--- src/rtl/core/upi_pkg.sv ---
// ----------------------------------------------------------------------------
// upi_pkg
// Shared types and constants of the unicycle pose integrator.
// ----------------------------------------------------------------------------
package upi_pkg;

    localparam int VEL_W   = 16;
    localparam int SPD_W   = 17;              // fwd + side, exact
    localparam int ANG_W   = 32;              // binary angle
    localparam int CS_W    = 34;              // CORDIC x/y, Q1.30 plus guard
    localparam int Z_W     = 33;
    localparam int ITER_W  = 5;
    localparam int CORDIC_STEPS = 30;
    localparam int OUT_W   = 32;

    localparam logic [31:0] HEAD_STEP_C = 32'd2734261102;   // round(8/pi * 2^30)
    localparam logic [CS_W-1:0] CORDIC_GAIN = CS_W'(652032874);

    typedef enum logic [3:0] {
        ST_IDLE,
        ST_PREP,
        ST_CORD0,
        ST_HMUL,
        ST_CORD1,
        ST_AMULX,
        ST_ADIVX,
        ST_AMULY,
        ST_ADIVY,
        ST_SMULX,
        ST_SMULY,
        ST_UPD
    } upi_state_t;

    function automatic logic [31:0] atan_entry(input logic [ITER_W-1:0] idx);
        logic [31:0] a;
        case (idx)
            5'd0:  a = 32'd536870912;
            5'd1:  a = 32'd316933406;
            5'd2:  a = 32'd167458907;
            5'd3:  a = 32'd85004756;
            5'd4:  a = 32'd42667331;
            5'd5:  a = 32'd21354465;
            5'd6:  a = 32'd10679838;
            5'd7:  a = 32'd5340245;
            5'd8:  a = 32'd2670163;
            5'd9:  a = 32'd1335087;
            5'd10: a = 32'd667544;
            5'd11: a = 32'd333772;
            5'd12: a = 32'd166886;
            5'd13: a = 32'd83443;
            5'd14: a = 32'd41722;
            5'd15: a = 32'd20861;
            5'd16: a = 32'd10430;
            5'd17: a = 32'd5215;
            5'd18: a = 32'd2608;
            5'd19: a = 32'd1304;
            5'd20: a = 32'd652;
            5'd21: a = 32'd326;
            5'd22: a = 32'd163;
            5'd23: a = 32'd81;
            5'd24: a = 32'd41;
            5'd25: a = 32'd20;
            5'd26: a = 32'd10;
            5'd27: a = 32'd5;
            5'd28: a = 32'd3;
            5'd29: a = 32'd1;
            default: a = 32'd0;
        endcase
        return a;
    endfunction

endpackage

--- src/rtl/core/upi_cordic.sv ---
// ----------------------------------------------------------------------------
// upi_cordic
// Iterative rotation-mode CORDIC: binary angle in, cos and sin in Q1.30 out.
// ----------------------------------------------------------------------------
module upi_cordic (
    input  logic                           aclk,
    input  logic                           aresetn,
    input  logic                           start,
    input  logic [upi_pkg::ANG_W-1:0]      angle,
    output logic                           done,
    output logic signed [upi_pkg::CS_W-1:0] cos_out,
    output logic signed [upi_pkg::CS_W-1:0] sin_out
);

    logic                             busy_reg;
    logic                             done_reg;
    logic [upi_pkg::ITER_W-1:0]       iter_reg;
    logic [1:0]                       quad_reg;
    logic signed [upi_pkg::CS_W-1:0]  x_reg, y_reg;
    logic signed [upi_pkg::Z_W-1:0]   z_reg;

    logic [31:0]                      qsum;
    logic [1:0]                       quad;
    logic [31:0]                      resid;
    logic signed [upi_pkg::CS_W-1:0]  x_sh, y_sh, x_next, y_next;
    logic signed [upi_pkg::Z_W-1:0]   z_next, atan_s;

    // nearest quarter turn, residual within +-1/8 turn
    assign qsum  = angle + 32'h2000_0000;
    assign quad  = qsum[31:30];
    assign resid = angle - {quad, 30'd0};

    assign x_sh   = x_reg >>> iter_reg;
    assign y_sh   = y_reg >>> iter_reg;
    assign atan_s = signed'({1'b0, upi_pkg::atan_entry(iter_reg)});

    always_comb begin
        if (!z_reg[upi_pkg::Z_W-1]) begin
            x_next = x_reg - y_sh;
            y_next = y_reg + x_sh;
            z_next = z_reg - atan_s;
        end else begin
            x_next = x_reg + y_sh;
            y_next = y_reg - x_sh;
            z_next = z_reg + atan_s;
        end
    end

    always_ff @(posedge aclk) begin
        if (!aresetn) begin
            busy_reg <= 1'b0;
            done_reg <= 1'b0;
        end else begin
            done_reg <= 1'b0;
            if (start) begin
                busy_reg <= 1'b1;
            end else if (busy_reg && iter_reg == upi_pkg::ITER_W'(upi_pkg::CORDIC_STEPS - 1)) begin
                busy_reg <= 1'b0;
                done_reg <= 1'b1;
            end
        end
    end

    always_ff @(posedge aclk) begin
        if (start) begin
            iter_reg <= '0;
            quad_reg <= quad;
            x_reg    <= upi_pkg::CORDIC_GAIN;
            y_reg    <= '0;
            z_reg    <= signed'({resid[31], resid});
        end else if (busy_reg) begin
            iter_reg <= iter_reg + 1'b1;
            x_reg    <= x_next;
            y_reg    <= y_next;
            z_reg    <= z_next;
        end
    end

    always_comb begin
        case (quad_reg)
            2'd0: begin
                cos_out = x_reg;
                sin_out = y_reg;
            end
            2'd1: begin
                cos_out = -y_reg;
                sin_out = x_reg;
            end
            2'd2: begin
                cos_out = -x_reg;
                sin_out = -y_reg;
            end
            default: begin
                cos_out = y_reg;
                sin_out = -x_reg;
            end
        endcase
    end

    assign done = done_reg;

endmodule

--- src/rtl/core/unicycle_pose_integrator.sv ---
// ----------------------------------------------------------------------------
// unicycle_pose_integrator
// Dead-reckoning pose integrator, velocity motion model, fixed point.
// ----------------------------------------------------------------------------
// Usage:
//   s_ channel: one beat per odometry sample (velocities, yaw rate, dt).
//   m_ channel: one beat per sample with the updated pose (x, y, heading).
//   One sample is processed at a time. s_tready is high only while the
//   sequencer is idle; a finished pose sits in the output register, so the
//   next sample is taken while that pose still waits for m_tready.
//   Steps per sample, accept to result valid:
//     zero yaw rate: prep, CORDIC, two serial multiplies, update
//     otherwise:     prep, CORDIC, multiply, CORDIC, 2 * (multiply + divide), update
//   The sequencer returns to idle on the clock edge that registers the
//   result. The arithmetic uses a bit-serial shift-add multiplier and a
//   restoring divider, with the 30-step CORDIC run once or twice.
//   Reset clears the position and heading to zero and empties the output
//   register. When m_tready is low the sequencer waits in its final step
//   until the held result is taken; no sample is lost.
// ----------------------------------------------------------------------------
module unicycle_pose_integrator #(
    parameter int POSE_WIDTH = 32
) (
    input  logic         aclk,
    input  logic         aresetn,
    input  logic         s_tvalid,
    output logic         s_tready,
    input  logic [63:0]  s_tdata,   // vel_fwd, vel_side, yaw_rate, step_time
    output logic         m_tvalid,
    input  logic         m_tready,
    output logic [95:0]  m_tdata    // pose_x, pose_y, pose_heading
);

    localparam int D_W     = 40;
    localparam int SUM_W   = ((POSE_WIDTH > D_W) ? POSE_WIDTH : D_W) + 1;
    localparam int ACC_W   = 64;
    localparam int DIV_W   = 49;
    localparam int DEN_W   = 30;
    localparam int CNT_W   = 6;
    localparam logic [CNT_W-1:0] MUL_END = CNT_W'(32);
    localparam logic [CNT_W-1:0] DIV_END = CNT_W'(DIV_W);

    upi_pkg::upi_state_t state_reg, state_next;

    logic signed [upi_pkg::SPD_W-1:0] v_reg;
    logic signed [15:0]               w_reg;
    logic [15:0]                      dt_reg;
    logic signed [32:0]               p_reg;
    logic signed [31:0]               prod_reg;
    logic signed [upi_pkg::CS_W-1:0]  c0_reg, s0_reg;
    logic [31:0]                      th1_reg;
    logic [ACC_W-1:0]                 acc_reg, mcand_reg;
    logic [31:0]                      mplier_reg;
    logic                             neg_reg;
    logic [CNT_W-1:0]                 cnt_reg;
    logic [30:0]                      rem_reg;
    logic [DIV_W-1:0]                 dq_reg;
    logic [DEN_W-1:0]                 den_reg;
    logic signed [D_W-1:0]            dx_reg, dy_reg;

    logic signed [POSE_WIDTH-1:0]     pos_x_reg, pos_y_reg;
    logic [31:0]                      heading_reg;
    logic                             m_tvalid_reg;
    logic [95:0]                      m_tdata_reg;

    // control
    logic                             cord_start, cord_done;
    logic [31:0]                      cord_angle;
    logic signed [upi_pkg::CS_W-1:0]  cord_cos, cord_sin;
    logic                             out_free;

    // datapath helpers
    logic [ACC_W-1:0]                 acc_step;
    logic [ACC_W-1:0]                 msum, rsum;
    logic [31:0]                      hstep, th1_comb;
    logic signed [D_W-1:0]            straight_d, div_d;
    logic [31:0]                      mag_p, mag_prod, mag_cos, mag_s0;
    logic [15:0]                      mag_w;
    logic [31:0]                      mag_v;
    logic signed [upi_pkg::CS_W:0]    diff_s, diff_c;
    logic [31:0]                      mag_ds, mag_dc;
    logic [31:0]                      trial;
    logic                             qbit;
    logic [DIV_W-1:0]                 div_init;
    logic signed [SUM_W-1:0]          sum_x, sum_y;
    logic signed [POSE_WIDTH-1:0]     sat_x, sat_y;
    logic signed [SUM_W-1:0]          ext_x, ext_y;
    logic [31:0]                      heading_new;

    upi_cordic u_cordic (
        .aclk    (aclk),
        .aresetn (aresetn),
        .start   (cord_start),
        .angle   (cord_angle),
        .done    (cord_done),
        .cos_out (cord_cos),
        .sin_out (cord_sin)
    );

    assign out_free = !m_tvalid_reg || m_tready;

    // ---------------- next state ----------------
    always_comb begin
        state_next = state_reg;
        case (state_reg)
            upi_pkg::ST_IDLE:  if (s_tvalid) state_next = upi_pkg::ST_PREP;
            upi_pkg::ST_PREP:  state_next = upi_pkg::ST_CORD0;
            upi_pkg::ST_CORD0: begin
                if (cord_done) begin
                    state_next = (w_reg == '0) ? upi_pkg::ST_SMULX : upi_pkg::ST_HMUL;
                end
            end
            upi_pkg::ST_HMUL:  if (cnt_reg == MUL_END) state_next = upi_pkg::ST_CORD1;
            upi_pkg::ST_CORD1: if (cord_done) state_next = upi_pkg::ST_AMULX;
            upi_pkg::ST_AMULX: if (cnt_reg == MUL_END) state_next = upi_pkg::ST_ADIVX;
            upi_pkg::ST_ADIVX: if (cnt_reg == DIV_END) state_next = upi_pkg::ST_AMULY;
            upi_pkg::ST_AMULY: if (cnt_reg == MUL_END) state_next = upi_pkg::ST_ADIVY;
            upi_pkg::ST_ADIVY: if (cnt_reg == DIV_END) state_next = upi_pkg::ST_UPD;
            upi_pkg::ST_SMULX: if (cnt_reg == MUL_END) state_next = upi_pkg::ST_SMULY;
            upi_pkg::ST_SMULY: if (cnt_reg == MUL_END) state_next = upi_pkg::ST_UPD;
            upi_pkg::ST_UPD:   if (out_free) state_next = upi_pkg::ST_IDLE;
            default:           state_next = upi_pkg::ST_IDLE;
        endcase
    end

    // ---------------- outputs of the sequencer ----------------
    always_comb begin
        s_tready   = 1'b0;
        cord_start = 1'b0;
        cord_angle = heading_reg;
        case (state_reg)
            upi_pkg::ST_IDLE: s_tready = 1'b1;
            upi_pkg::ST_PREP: cord_start = 1'b1;
            upi_pkg::ST_HMUL: begin
                cord_start = (cnt_reg == MUL_END);
                cord_angle = th1_comb;
            end
            default: begin
                cord_start = 1'b0;
            end
        endcase
    end

    always_ff @(posedge aclk) begin
        if (!aresetn) begin
            state_reg <= upi_pkg::ST_IDLE;
        end else begin
            state_reg <= state_next;
        end
    end

    // ---------------- arithmetic helpers ----------------
    assign acc_step = mplier_reg[0] ? acc_reg + mcand_reg : acc_reg;

    // heading step: (|w*dt| * C + 2^29) >> 30, sign restored, mod 2^32
    assign msum     = acc_reg + (ACC_W'(1) << 29);
    assign hstep    = neg_reg ? -msum[61:30] : msum[61:30];
    assign th1_comb = heading_reg + hstep;

    // straight step: (|p*c| + 2^41) >> 42
    assign rsum       = acc_reg + (ACC_W'(1) << 41);
    assign straight_d = neg_reg ? -signed'(D_W'(rsum[63:42])) : signed'(D_W'(rsum[63:42]));
    assign div_d      = neg_reg ? -signed'(D_W'(dq_reg[D_W-2:0])) : signed'(D_W'(dq_reg[D_W-2:0]));

    assign mag_p    = p_reg[32] ? 32'(-p_reg) : p_reg[31:0];
    assign mag_prod = prod_reg[31] ? -prod_reg : prod_reg;
    assign mag_cos  = cord_cos[upi_pkg::CS_W-1] ? 32'(-cord_cos) : cord_cos[31:0];
    assign mag_s0   = s0_reg[upi_pkg::CS_W-1] ? 32'(-s0_reg) : s0_reg[31:0];
    assign mag_w    = w_reg[15] ? -w_reg : w_reg;
    assign mag_v    = 32'(v_reg[upi_pkg::SPD_W-1] ? -v_reg : v_reg);

    assign diff_s = {cord_sin[upi_pkg::CS_W-1], cord_sin} - {s0_reg[upi_pkg::CS_W-1], s0_reg};
    assign diff_c = {c0_reg[upi_pkg::CS_W-1], c0_reg} - {cord_cos[upi_pkg::CS_W-1], cord_cos};
    assign mag_ds = diff_s[upi_pkg::CS_W] ? 32'(-diff_s) : diff_s[31:0];
    assign mag_dc = diff_c[upi_pkg::CS_W] ? 32'(-diff_c) : diff_c[31:0];

    // restoring divider, one quotient bit per beat of the counter
    assign trial    = {rem_reg, dq_reg[DIV_W-1]};
    assign qbit     = (trial >= 32'(den_reg));
    assign div_init = acc_reg[DIV_W-1:0] + (DIV_W'(mag_w) << 13);

    // ---------------- datapath ----------------
    always_ff @(posedge aclk) begin
        case (state_reg)
            upi_pkg::ST_IDLE: begin
                if (s_tvalid) begin
                    v_reg  <= upi_pkg::SPD_W'(signed'(s_tdata[15:0]))
                            + upi_pkg::SPD_W'(signed'(s_tdata[31:16]));
                    w_reg  <= signed'(s_tdata[47:32]);
                    dt_reg <= s_tdata[63:48];
                end
            end
            upi_pkg::ST_PREP: begin
                p_reg    <= 33'(v_reg) * 33'(signed'({1'b0, dt_reg}));
                prod_reg <= 32'(w_reg) * 32'(signed'({1'b0, dt_reg}));
            end
            upi_pkg::ST_CORD0: begin
                if (cord_done) begin
                    c0_reg  <= cord_cos;
                    s0_reg  <= cord_sin;
                    cnt_reg <= '0;
                    acc_reg <= '0;
                    if (w_reg == '0) begin
                        mcand_reg  <= ACC_W'(mag_p);
                        mplier_reg <= mag_cos;
                        neg_reg    <= p_reg[32] ^ cord_cos[upi_pkg::CS_W-1];
                    end else begin
                        mcand_reg  <= ACC_W'(mag_prod);
                        mplier_reg <= upi_pkg::HEAD_STEP_C;
                        neg_reg    <= prod_reg[31];
                    end
                end
            end
            upi_pkg::ST_CORD1: begin
                if (cord_done) begin
                    cnt_reg    <= '0;
                    acc_reg    <= '0;
                    mcand_reg  <= ACC_W'(mag_ds);
                    mplier_reg <= mag_v;
                    neg_reg    <= v_reg[upi_pkg::SPD_W-1] ^ diff_s[upi_pkg::CS_W] ^ w_reg[15];
                end
            end
            upi_pkg::ST_HMUL, upi_pkg::ST_SMULX, upi_pkg::ST_SMULY,
            upi_pkg::ST_AMULX, upi_pkg::ST_AMULY: begin
                if (cnt_reg != MUL_END) begin
                    acc_reg    <= acc_step;
                    mcand_reg  <= mcand_reg << 1;
                    mplier_reg <= mplier_reg >> 1;
                    cnt_reg    <= cnt_reg + 1'b1;
                end else begin
                    cnt_reg <= '0;
                    case (state_reg)
                        upi_pkg::ST_HMUL: th1_reg <= th1_comb;
                        upi_pkg::ST_SMULX: begin
                            dx_reg     <= straight_d;
                            acc_reg    <= '0;
                            mcand_reg  <= ACC_W'(mag_p);
                            mplier_reg <= mag_s0;
                            neg_reg    <= p_reg[32] ^ s0_reg[upi_pkg::CS_W-1];
                        end
                        upi_pkg::ST_SMULY: dy_reg <= straight_d;
                        default: begin
                            // arc: load divider with |num| + |den|/2
                            rem_reg <= '0;
                            dq_reg  <= div_init;
                            den_reg <= DEN_W'(mag_w) << 14;
                        end
                    endcase
                end
            end
            upi_pkg::ST_ADIVX, upi_pkg::ST_ADIVY: begin
                if (cnt_reg != DIV_END) begin
                    rem_reg <= qbit ? 31'(trial - 32'(den_reg)) : trial[30:0];
                    dq_reg  <= {dq_reg[DIV_W-2:0], qbit};
                    cnt_reg <= cnt_reg + 1'b1;
                end else if (state_reg == upi_pkg::ST_ADIVX) begin
                    dx_reg     <= div_d;
                    cnt_reg    <= '0;
                    acc_reg    <= '0;
                    mcand_reg  <= ACC_W'(mag_dc);
                    mplier_reg <= mag_v;
                    neg_reg    <= v_reg[upi_pkg::SPD_W-1] ^ diff_c[upi_pkg::CS_W] ^ w_reg[15];
                end else begin
                    dy_reg <= div_d;
                end
            end
            default: begin
                cnt_reg <= cnt_reg;
            end
        endcase
    end

    // ---------------- pose update, saturating ----------------
    assign sum_x = {{(SUM_W-POSE_WIDTH){pos_x_reg[POSE_WIDTH-1]}}, pos_x_reg}
                 + {{(SUM_W-D_W){dx_reg[D_W-1]}}, dx_reg};
    assign sum_y = {{(SUM_W-POSE_WIDTH){pos_y_reg[POSE_WIDTH-1]}}, pos_y_reg}
                 + {{(SUM_W-D_W){dy_reg[D_W-1]}}, dy_reg};

    always_comb begin
        if (sum_x[SUM_W-1:POSE_WIDTH-1] == '0 || sum_x[SUM_W-1:POSE_WIDTH-1] == '1) begin
            sat_x = sum_x[POSE_WIDTH-1:0];
        end else begin
            sat_x = {sum_x[SUM_W-1], {(POSE_WIDTH-1){!sum_x[SUM_W-1]}}};
        end
        if (sum_y[SUM_W-1:POSE_WIDTH-1] == '0 || sum_y[SUM_W-1:POSE_WIDTH-1] == '1) begin
            sat_y = sum_y[POSE_WIDTH-1:0];
        end else begin
            sat_y = {sum_y[SUM_W-1], {(POSE_WIDTH-1){!sum_y[SUM_W-1]}}};
        end
    end

    assign ext_x       = {{(SUM_W-POSE_WIDTH){sat_x[POSE_WIDTH-1]}}, sat_x};
    assign ext_y       = {{(SUM_W-POSE_WIDTH){sat_y[POSE_WIDTH-1]}}, sat_y};
    assign heading_new = (w_reg == '0) ? heading_reg : th1_reg;

    always_ff @(posedge aclk) begin
        if (!aresetn) begin
            pos_x_reg    <= '0;
            pos_y_reg    <= '0;
            heading_reg  <= '0;
            m_tvalid_reg <= 1'b0;
        end else if (state_reg == upi_pkg::ST_UPD && out_free) begin
            pos_x_reg    <= sat_x;
            pos_y_reg    <= sat_y;
            heading_reg  <= heading_new;
            m_tvalid_reg <= 1'b1;
        end else if (m_tready) begin
            m_tvalid_reg <= 1'b0;
        end
    end

    always_ff @(posedge aclk) begin
        if (state_reg == upi_pkg::ST_UPD && out_free) begin
            m_tdata_reg <= {heading_new, ext_y[upi_pkg::OUT_W-1:0], ext_x[upi_pkg::OUT_W-1:0]};
        end
    end

    assign m_tvalid = m_tvalid_reg;
    assign m_tdata  = m_tdata_reg;

endmodule

--- config.mk ---
export PLATFORM = sky130hd
export DESIGN_NAME = unicycle_pose_integrator
export DESIGN_NICKNAME = d
export VERILOG_FILES = /design/src/rtl/core/upi_pkg.sv /design/src/rtl/core/upi_cordic.sv /design/src/rtl/core/unicycle_pose_integrator.sv
export SDC_FILE = /design/constraint.sdc
export NUM_CORES = 2
export LEC_CHECK = 0
export ABC_AREA = 0
export BUFFER_PORTS_ARGS = -buffer_cell sky130_fd_sc_hd__buf_4
export CAP_MARGIN = 20
export CORE_ASPECT_RATIO = 0.7
export CORE_MARGIN = 2
export CORE_UTILIZATION = 50
export CTS_BUF_LIST = sky130_fd_sc_hd__clkbuf_4 sky130_fd_sc_hd__clkbuf_8
export DETAILED_ROUTE_END_ITERATION = 7
export PLACE_DENSITY = 0.63
export SYNTH_ARGS = -nofsm -noshare
export SYNTH_HDL_FRONTEND = slang
export SYNTH_SLANG_ARGS = --single-unit
--- constraint.sdc ---
create_clock -name aclk -period 12.55 [get_ports aclk]
set_input_delay 2.51 -clock aclk [delete_from_list [all_inputs] [get_ports aclk]]
set_output_delay 2.51 -clock aclk [all_outputs]
set_load 0.01 [all_outputs]
==> flow_metrics.env <==
export IMPL_yosysTopAreaCell="edfxtp_1"
export IMPL_ys_seq_elements=894
export IMPL_avgViaCountPerCell=6.07
export IMPL_ys_warnings_count=0
export IMPL_cp_required_ps=13310
export IMPL_cts_htree_levels=4
export IMPL_dp_hpwl_um=206000
export IMPL_cts_hold_buffers=0
export IMPL_clock_latency_ps=960
export IMPL_yosys_top_cells_area="edfxtp_1 (23%), fa_1 (11%), ha_1 (8.7%)"
export IMPL_placed_cell_area_sq_um=92400
export IMPL_synthTopCellsByCount="nand2_1 (1163), inv_1 (840), nor2_1 (695)"
export IMPL_yosysTopAreaCellShare_pct=23.1
export IMPL_gp_congestion=0.983
export IMPL_vias=75400
export IMPL_reg2reg_slack_ps=4680
export IMPL_criticalPathCategory="flop to flop"
export IMPL_cts_sinks=894
export IMPL_ctsLongestPathBuffers=3
export IMPL_reg2reg_from="u_cordic.iter_reg[1]"
export IMPL_numCtsBuffers=155
export IMPL_avgSynthCellArea_sq_um=8.88
export IMPL_stdcell_count=12400
export IMPL_cts_resized=0
export IMPL_cp_start_kind="flop"
export IMPL_hold_path_end="pos_y_reg[8]"
export IMPL_initial_core_util_pct=50.5
export IMPL_first_iter_violations=7755
export IMPL_largest_reg_flops=96
export IMPL_status="finished with violations"
export IMPL_nets=11100
export IMPL_stdcell_area_sq_um=95800
export IMPL_arrival_ps=8630
export IMPL_grt_usage_pct=29.6
export IMPL_grt_first_pass_wirelength_um=425000
export IMPL_die_x_um=510
export IMPL_min_from="pos_y_reg[8]"
export IMPL_finalSetupTns_ps=0
export IMPL_post_route_period_util_pct=62.7
export IMPL_drive_above_1_share_pct=8.10
export IMPL_fmax_ghz=0.127
export IMPL_crit_fanout=42
export IMPL_netlist_area_sq_um=89500
export IMPL_dp_cells=12100
export IMPL_ff2ff_path_depth=25
export IMPL_grt_pass1_vias=72100
export IMPL_relSlewSlack_pct=18.6
export IMPL_synth_seq_area_share_pct=27.7
export IMPL_report_final_slew_viol_count=0
export IMPL_rsz0062_at_grt="false"
export IMPL_fin_crit_ps=7870
export IMPL_die_area_sq_um=182000
export IMPL_area_growth_pct=7.02
export IMPL_syn_num_nets=11200
export IMPL_synthCells=10100
export IMPL_crit_path_end_kind="flop"
export IMPL_postRouteWirelength_um=274000
export IMPL_post_cts_buffers=0
export IMPL_cts_tree="built"
export IMPL_setup_viol=0
export IMPL_cts_root_buf="clkbuf_8"
export IMPL_hold_path_cell_count=2
export IMPL_coreArea_sq_um=177000
export IMPL_final_core_util_pct=54.1
export IMPL_drc=12
export IMPL_startpoint="u_cordic.iter_reg[1]"
export IMPL_finalHoldViolations=0
export IMPL_antenna_found_initial=7
export IMPL_ant_nets=0
export IMPL_hp_class="flop to flop"
export IMPL_die_height_um=358
export IMPL_synthDistinctLibCells=105
export IMPL_synth_flop_cell="edfxtp_1"
export IMPL_cts_reportedPaths_clkPinSlew_ps=60
export IMPL_grt_start_max_net_pins=89
export IMPL_port_buffers=165
export IMPL_synth_most_common_cell="nand2_1"
export IMPL_violations="DRC"
export IMPL_io_pins=166
export IMPL_rr_endpoint="u_cordic.y_reg[31]"
export IMPL_max_slew_worst_pin_slew_ps=1220
export IMPL_globalRouteOverflowTotal=0
export IMPL_synth_edf_count=688
export IMPL_wire_per_inst_um=22.0
export IMPL_clock_skew_ps=62.8
export IMPL_maxCapViolCount=0
export IMPL_synth_async_reset_ratio_pct=0
export IMPL_fp_row_count=129
export IMPL_first_pass_iters=8
==> worst max-delay path, stage by stage (launching register included) <==
cell and delay, ps:
dfxtp_4 570, buf_4 560, buf_4 610, mux4_2 610, mux2_2 290, a211oi_1 760, nand4_2 260, inv_1 130
and3_1 170, nor2b_1 320, a21oi_1 140, xor2_1 170, ha_1 360, a21oi_1 140, o21ai_0 130, a22o_1 250
a211o_1 300, o21ai_0 390, a21oi_1 280, a211oi_1 430, nor3_1 150, nor3_1 260, xor2_1 170, nor2_1 50
a21oi_1 150, nor2_1 50
==> layout make-up <==
class	instances	area (sq um)
fillers	16200	81400
well taps	2358	2950
flip-flops and latches	894	24800
inverters	850	3200
multi-input cells	7768	59400
clock inverters	69	626
clock buffers	216	2690
repair buffers	275	2110
diodes	6	15.0
==> per-layer routing <==
layer  global-route usage (%)  vias to the layer above  wire [um]
li1                         -                    35100          -
met1                     44.4                    36700     127000
met2                     43.6                     3184     115000
met3                     5.73                      414      24300
met4                     7.35                        6       6760
met5                        0                        -         25
==> kinds of logic (layout without fill, tap and decap cells) <==
kind of cell    Yosys count  count (layout)  synth area share [%]
simple gates           3132            3132                  16.6
compound gates         2347            2347                  16.7
buf+inv                1414            1410                  6.10
fa+ha+maj              1101            1101                  19.4
xor+xnor                902             902                  8.83
flops                   894             894                  27.7
mux                     286             286                  4.67
other cells               0               6                     0
==> worst max path at each step <==
stage                               endpoint  slack (ps)  depth (start not counted)
after floorplan                    dq_reg[0]        4380                          6
after global placement    u_cordic.y_reg[31]        4870                         25
after detailed placement  u_cordic.y_reg[31]        4830                         25
after CTS                 u_cordic.y_reg[31]        4800                         25
after global routing      u_cordic.y_reg[31]        4030                         27
final                     u_cordic.y_reg[31]        4680                         25
==> metrics by stage <==
stage                     hold WS [ps]  setup WS (ps)
after global routing               521           4030
final                              497           4680
after detailed placement           488           4830
after CTS                          494           4800
after floorplan                    445           4380
after global placement             471           4870
==> placed cells by master (no fill, tap or decap), types with 85 or more instances in the layout <==
cell	instances
nand2_1	1162
inv_1	837
edfxtp_1	688
nor2_1	687
ha_1	621
a21oi_1	606
o21ai_0	591
xnor2_1	560
fa_1	480
xor2_1	342
and2_1	275
buf_4	270
dfxtp_1	202
a21o_1	179
nor3_1	173
clkbuf_8	171
nand3_1	160
mux2i_1	148
a31oi_1	124
and3_1	116
a211oi_1	101
mux4_2	94
o31ai_1	92
nand2b_1	86
nor2b_1	85
Power is not shown: default switching activity piles up to over one toggle a cycle in this logic, so the estimate is an artifact.
